**src/design/phrd_pkg.sv**
```systemverilog
// ----------------------------------------------------------------------------
// phrd_pkg
// types and constants shared by the peak hold range decimator
// ----------------------------------------------------------------------------
`default_nettype none

package phrd_pkg;

    localparam int DEF_MAX_SAMPLES = 4096;
    localparam int DEF_MAX_BINS    = 64;

    localparam int CFG_IW = 2;
    localparam logic [CFG_IW-1:0] REG_MASS_MIN       = 2'd0;
    localparam logic [CFG_IW-1:0] REG_MASS_MAX       = 2'd1;
    localparam logic [CFG_IW-1:0] REG_BINS_REQUESTED = 2'd2;

    typedef enum logic [3:0] {
        ST_LOAD,
        ST_LO_RD,
        ST_LO_CHK,
        ST_HI_RD,
        ST_HI_CHK,
        ST_SETUP,
        ST_WALK_RD,
        ST_WALK_UPD,
        ST_FLUSH,
        ST_EMPTY,
        ST_OUT_RD,
        ST_OUT_LOAD,
        ST_OUT_HOLD
    } phrd_state_t;

    typedef struct packed {
        logic start;
        logic step;
    } phrd_bin_ctl_t;

endpackage

`default_nettype wire

```
**src/design/phrd_bin_index.sv**
```systemverilog
// ----------------------------------------------------------------------------
// phrd_bin_index
// incremental floor(j*(nb-1)/d) bin counter, one sample per step
// ----------------------------------------------------------------------------
`default_nettype none

module phrd_bin_index #(
    parameter int AW = 12,
    parameter int BW = 6
) (
    input  wire                    aclk,
    input  wire                    aresetn,
    input  phrd_pkg::phrd_bin_ctl_t ctl,
    input  wire  [BW-1:0]          nbm1,
    input  wire  [AW-1:0]          dspan,
    output logic [BW-1:0]          bin
);
    import phrd_pkg::*;

    localparam int SW = ((AW > BW) ? AW : BW) + 1;

    logic [SW-1:0] acc_reg, acc_next;
    logic [BW-1:0] bin_reg, bin_next;
    logic [SW-1:0] sum;
    logic [SW-1:0] d_ext;

    always_comb begin
        d_ext    = SW'(dspan);
        sum      = acc_reg + SW'(nbm1);
        acc_next = acc_reg;
        bin_next = bin_reg;
        if (ctl.start) begin
            acc_next = '0;
            bin_next = '0;
        end else if (ctl.step) begin
            // nb-1 never exceeds d, so one subtract keeps acc below d
            if (sum >= d_ext) begin
                acc_next = sum - d_ext;
                bin_next = bin_reg + BW'(1);
            end else begin
                acc_next = sum;
            end
        end
    end

    always_ff @(posedge aclk) begin
        if (!aresetn) begin
            acc_reg <= '0;
            bin_reg <= '0;
        end else begin
            acc_reg <= acc_next;
            bin_reg <= bin_next;
        end
    end

    assign bin = bin_reg;

endmodule

`default_nettype wire

```
**config.mk**
```make
export PLATFORM = sky130hd
export DESIGN_NAME = phrd_bin_index
export DESIGN_NICKNAME = d
export VERILOG_FILES = /design/src/design/phrd_pkg.sv /design/src/design/phrd_bin_index.sv
export SDC_FILE = /design/constraint.sdc
export NUM_CORES = 1
export LEC_CHECK = 0
export BUFFER_PORTS_ARGS = -buffer_cell sky130_fd_sc_hd__buf_2
export CORE_MARGIN = 2
export CORE_UTILIZATION = 45
export DETAILED_ROUTE_END_ITERATION = 10
export GPL_TIMING_DRIVEN = 1
export PLACE_DENSITY = 0.66
export SLEW_MARGIN = 20
export SYNTH_ARGS = -nofsm -noshare
export SYNTH_HDL_FRONTEND = slang
export SYNTH_SLANG_ARGS = --single-unit
```
**constraint.sdc**
```tcl
create_clock -name aclk -period 3.5 [get_ports aclk]
set_clock_uncertainty 0.05 [all_clocks]
set_input_delay 0.175 -clock aclk [delete_from_list [all_inputs] [get_ports aclk]]
set_output_delay 0.175 -clock aclk [all_outputs]
set_load 0.005 [all_outputs]
```
==> results of run 1 <==
per-layer routing:
layer / vias to the layer above / routed length, microns
met5: - / 0
met4: 0 / 49
met3: 4 / 295
met2: 52 / 2750
met1: 971 / 2490
li1: 1052 / -
cell families after synthesis:
| family | share of synthesized area, % |
|---|---|
| xor+xnor | 8.78 |
| simple gates | 22.9 |
| compound gates | 24.5 |
| mux | 4.08 |
| flops | 19.1 |
| fa+ha+maj | 13.9 |
| buf+inv | 6.71 |
cell type report:
class	count	area [sq um]	area share (%)
clock buffers	4	45.0	1.63
inverters	19	71.3	2.58
multi-input cells	204	1700	61.5
flip-flops and latches	19	384	13.9
well taps	52	65.1	2.35
repair buffers	74	499	18.1
worst max-delay path, stage by stage (launching register included):
cell and delay [ns]:
dfxtp_2 0.35, ha_4 0.13, inv_2 0.03, fa_2 0.36
nor2b_4 0.16, o31ai_4 0.08, a211o_1 0.34, or2_4 0.28
xnor2_4 0.14, ha_4 0.29, nand4_1 0.10, nor3_2 0.30
nor3b_2 0.08, mux2_4 0.29, and2_4 0.17, o41a_2 0.36
nor3b_2 0.15
power by group:
part           switching, W  internal (W)  total (W)
combinational      0.000170      0.000167   0.000337
clock             0.0000747     0.0000809   0.000156
sequential       0.00000773      0.000223   0.000230
worst paths after layout:
kind	end	slack [ns]	cells past startpoint
max	acc_reg[10]$_SDFFE_PP0P_	-0.27	16
min reg2reg	bin[1]$_SDFFE_PP0P_	0.46	2
min	bin[2]$_SDFFE_PP0P_	0.26	3
max reg2reg	acc_reg[10]$_SDFFE_PP0P_	-0.27	16
metrics by stage:
step / setup TNS, ns / hold slack (ns)
2_1_floorplan: -1.32 / 0.350
3_3_place_gp: -2.42 / 0.430
3_5_place_dp: -4.00 / 0.450
4_1_cts: -0.958 / 0.271
5_1_grt: -5.46 / 0.308
6_report: -2.96 / 0.265
timing repair:
item | 4_1_cts | 5_1_grt
hold buffers | 0 | 0
gates resized for setup | 17 | 22
gates cloned | 0 | 0
setup buffers | 3 | 6
endpoints found under the setup margin | 19 | 19
pin swaps | 22 | 11
cell usage in the layout (no fill, tap or decap), drive strengths merged, types with 3 or more instances in the layout:
cell,n
nor3,6
mux2i,7
o21a,4
ha,19
nor3b,4
a31oi,4
clkbuf,4
nand2,19
a21oi,18
or3,5
nand3b,3
xnor2,19
a211oi,5
dfxtp,19
buf,74
inv,19
o21ai,18
o211ai,4
nor2,25
nand4,7
nor2b,3
==> reports/metrics.csv, run 1 <==
metric;value;unit
status;finished with violations;
failed_checks;setup timing;
cts.path.max_buffers;2;
clkSlewWorstSetupHoldPaths;0.08;ns
port_buffers;27;
largest_reg_flops;13;
setup_viol;19;
wl_per_cell;15.0;microns
async_flop_share;0;%
startpoint_type;flop;
yosysTopAreaCellShare;19.1;%
synthCells;250;
ys_warn_count;0;
syn_to_final_growth;38.5;%
r2r-start;acc_reg[0]$_SDFFE_PP0P_;
fmax;265;MHz
cts_tree;yes;
grt_antenna_before_repair;0;
synth_most_common_cell;nor2_1;
pre_cts_ws;-0.314;ns
drc;0;
netlist_area;2000;sq um
setup.worst_path.class;flop to flop;
cts_made_buffers;3;
fillers;393;
grt_pass1_vias;1957;
hold_violations;0;
rsz0062_at_grt;true;
worst_slew_pin_slew;0.480;ns
place_congestion;0.852;
hold_class;input pin to flop;
cts-htree-levels;1;
drt_iter0_drc;146;
fp.dieArea;4980;sq um
num_vias;2079;
synth.largest_area_cell;dfxtp_1;
cp.required;3.59;ns
routed_via_density;5.59;
finalCriticalPeriod;3.77;ns
core_area;4320;sq um
avgSynthCellArea;7.98;sq um
ys_types;55;
busiest_layer;met2;
row_count;24;
grt_pass1_wl;9230;microns
slew_headroom;68.0;%
startpoint;acc_reg[0]$_SDFFE_PP0P_;
hold_start;aresetn;
p_leak;1.17;nW
cap_violations;0;
io_pins;28;
ys_ff_latch;19;
nets;364;
max-vdd-ir-drop;183;uV
first_pass_iters;4;
utilization;63.9;%
placedInstanceArea;2460;sq um
grt_use_met1;31.9;%
slew_viol_final;0;
cp_data_arrival_time;3.86;ns
cp_max_fo;5;
stdcell_count;372;
dp_hpwl;4180;microns
ys_seq_area_share;19.1;%
grt_use_met3;3.13;%
initial_core_util;46.2;%
synth_edf_count;0;
power;0.000723;W
synth_area_leaders;dfxtp_1 (19%), ha_1 (12%), xnor2_1 (8.3%), nor2_1 (4.7%), o21ai_0 (4.5%);
cts_sinks;19;
dp.cells;360;
grt_usage;22.8;%
ant_nets;0;
p_per_area;261;nW/um^2
insertedDiodeCount;0;
period_share;108;%
end_kind;flop;
die_x;70.6;microns
drt-total-wl;5580;microns
drive_gt1_share;39.7;%
clock_latency;0.26;ns
root_buffer;clkbuf_8;
grt-ovfl-total;0;
fin_area;2760;sq um
dieHeight;70.6;microns
fin_ws;-0.271;ns
ys.flop_type;dfxtp_1;
synth_nets;293;
grtUsageMet2;38.3;%
grt_max_degree;30;
Power figures use the tool's default switching activity.
==> run 2, diff against run 1 <==
--- a/config.mk
+++ b/config.mk
@@ -11,6 +11,7 @@
 export DETAILED_ROUTE_END_ITERATION = 10
 export GPL_TIMING_DRIVEN = 1
 export PLACE_DENSITY = 0.66
+export SETUP_SLACK_MARGIN = 0.2
 export SLEW_MARGIN = 20
 export SYNTH_ARGS = -nofsm -noshare
 export SYNTH_HDL_FRONTEND = slang
==> reports/metrics.csv, run 2 (synthesis results as in run 1) <==
metric;value;unit
failed_checks;setup timing;
fin_tns_setup;-1.10;ns
crit_family;simple AND/OR/NAND/NOR gates;
r2r_setup_slack;-0.20;ns
dieHeight;70.6;microns
max_stage_delay;0.47;ns
clock_latency;0.27;ns
grt_pass1_wl;9340;microns
first_pass_iters;4;
initial_core_util;46.2;%
core_area;4320;sq um
utilization;61.3;%
insertedDiodeCount;0;
fmax;270;MHz
hold_violations;0;
root_buffer;clkbuf_8;
drc;0;
fillers;417;
max-vdd-ir-drop;132;uV
cp_data_arrival_time;3.86;ns
row_count;24;
final_cell_mix;buf_4 (35), buf_2 (27), nor2_1 (25);
ant_nets;0;
hold_class;input pin to flop;
port_buffers;27;
clkSlewWorstSetupHoldPaths;0.08;ns
slew_viol_final;0;
r2r-start;acc_reg[0]$_SDFFE_PP0P_;
slowest_stage;or4b_1;
crit_end;acc_reg[12]$_SDFFE_PP0P_;
rsz0062_at_grt;true;
status;finished with violations;
p_leak;1.14;nW
finalCriticalPeriod;3.70;ns
syn_to_final_growth;32.8;%
cts_tree;yes;
cp_num_cells;16;
cts_made_buffers;3;
p_per_area;272;nW/um^2
place_congestion;0.918;
die_x;70.6;microns
largest_reg_flops;13;
worstHoldPathCells;3;
num_vias;2025;
end_kind;flop;
cts-htree-levels;1;
startpoint_type;flop;
cp.required;3.66;ns
grt_antenna_before_repair;0;
cp_max_fo;5;
worst_slew_pin_slew;0.546;ns
cts_sinks;19;
startpoint;acc_reg[0]$_SDFFE_PP0P_;
power;0.000722;W
cts_hold_buf;0;
slew_headroom;63.6;%
setup.worst_path.class;flop to flop;
hold_ws;0.266;ns
grt_usage;22.9;%
setup_viol;13;
pre_cts_ws;-0.292;ns
cts.path.max_buffers;2;
worstReg2RegEnd;acc_reg[12]$_SDFFE_PP0P_;
fp.dieArea;4980;sq um
drt-total-wl;5440;microns
nets;360;
grt-ovfl-total;0;
final_common_cell;buf_4;
io_pins;28;
drt_iter0_drc;106;
grt_max_degree;30;
r2r_cells;16;
fin_ws;-0.203;ns
dp_hpwl;4100;microns
drive_gt1_share;34.5;%
cap_violations;0;
cp_cell_sequence;ha_4 > inv_2 > fa_2 > nor2b_4 > o31ai_4 > a211o_1 > or2_4 > xnor2_4 > ha_4 > nand4_1 > nor3_2 > nor3b_1 > mux2_4 > and2_4 > or4b_1 > nand4_1;
wl_per_cell;14.8;microns
routed_via_density;5.50;
period_share;106;%
grt_pass1_vias;1986;
critPathBufInv;1;
-- run 2: changes by cell type in the layout (fill, tap and decap cells not counted), sizes merged --
cell / previous run / this run
clkbuf: 4 / 3
buf: 74 / 70
clkinv: 0 / 1
-- run 2: layout make-up --
cell class	count	area (sq um)	share of cell area (%)
multi-input combinational	204	1600	60.3
clock buffer	3	41.3	1.56
tap	52	65.1	2.46
sequential	19	382	14.4
inverter	19	71.3	2.69
clock inverter	1	5.00	0.189
timing repair buffer	70	488	18.4
-- run 2: tightest hold or removal path, stage by stage --
cell,delay (ns)
buf_2,0.08
nand2b_1,0.16
nor2_1,0.13
-- run 2: what timing repair did --
action | in CTS | in global routing
setup buffers | 4 | 1
pin swaps | 19 | 1
gates resized for setup | 23 | 1
setup endpoints to repair | 19 | 19
-- run 2: routing by layer --
| metal | track usage [%] | routed length [microns] |
|---|---|---|
| met1 | 32.6 | 2620 |
| met2 | 37.5 | 2460 |
| met5 | 0 | 0 |
| met4 | 5.87 | 71 |
| met3 | 2.28 | 289 |
-- run 2: worst min path at each step --
| stage | from | to |
|---|---|---|
| 4_1_cts | aresetn | bin[5]$_SDFFE_PP0P_ |
| 3_3_place_gp | bin[1]$_SDFFE_PP0P_ | bin[1]$_SDFFE_PP0P_ |
| 2_1_floorplan | ctl[0] | acc_reg[2]$_SDFFE_PP0P_ |
| 5_1_grt | aresetn | bin[2]$_SDFFE_PP0P_ |
| 6_report | aresetn | bin[2]$_SDFFE_PP0P_ |
| 3_5_place_dp | bin[1]$_SDFFE_PP0P_ | bin[1]$_SDFFE_PP0P_ |
-- run 2: report_power, final --
group	leakage (nW)	internal [W]	total [W]	switching (W)
clock	0.0255	0.0000798	0.000172	0.0000925
combinational	0.955	0.000157	0.000321	0.000164
sequential	0.155	0.000222	0.000228	0.00000598
total	1.14	0.000459	0.000722	0.000263
-- run 2: metrics by stage --
| stage | cell area (sq um) | cells |
|---|---|---|
| 6_report | 2650 | 368 |
| 5_1_grt | 2650 | 368 |
| 4_1_cts | 2640 | 367 |
| 3_5_place_dp | 2460 | 359 |
| 3_3_place_gp | 2460 | 359 |
| 2_1_floorplan | 2050 | 250 |
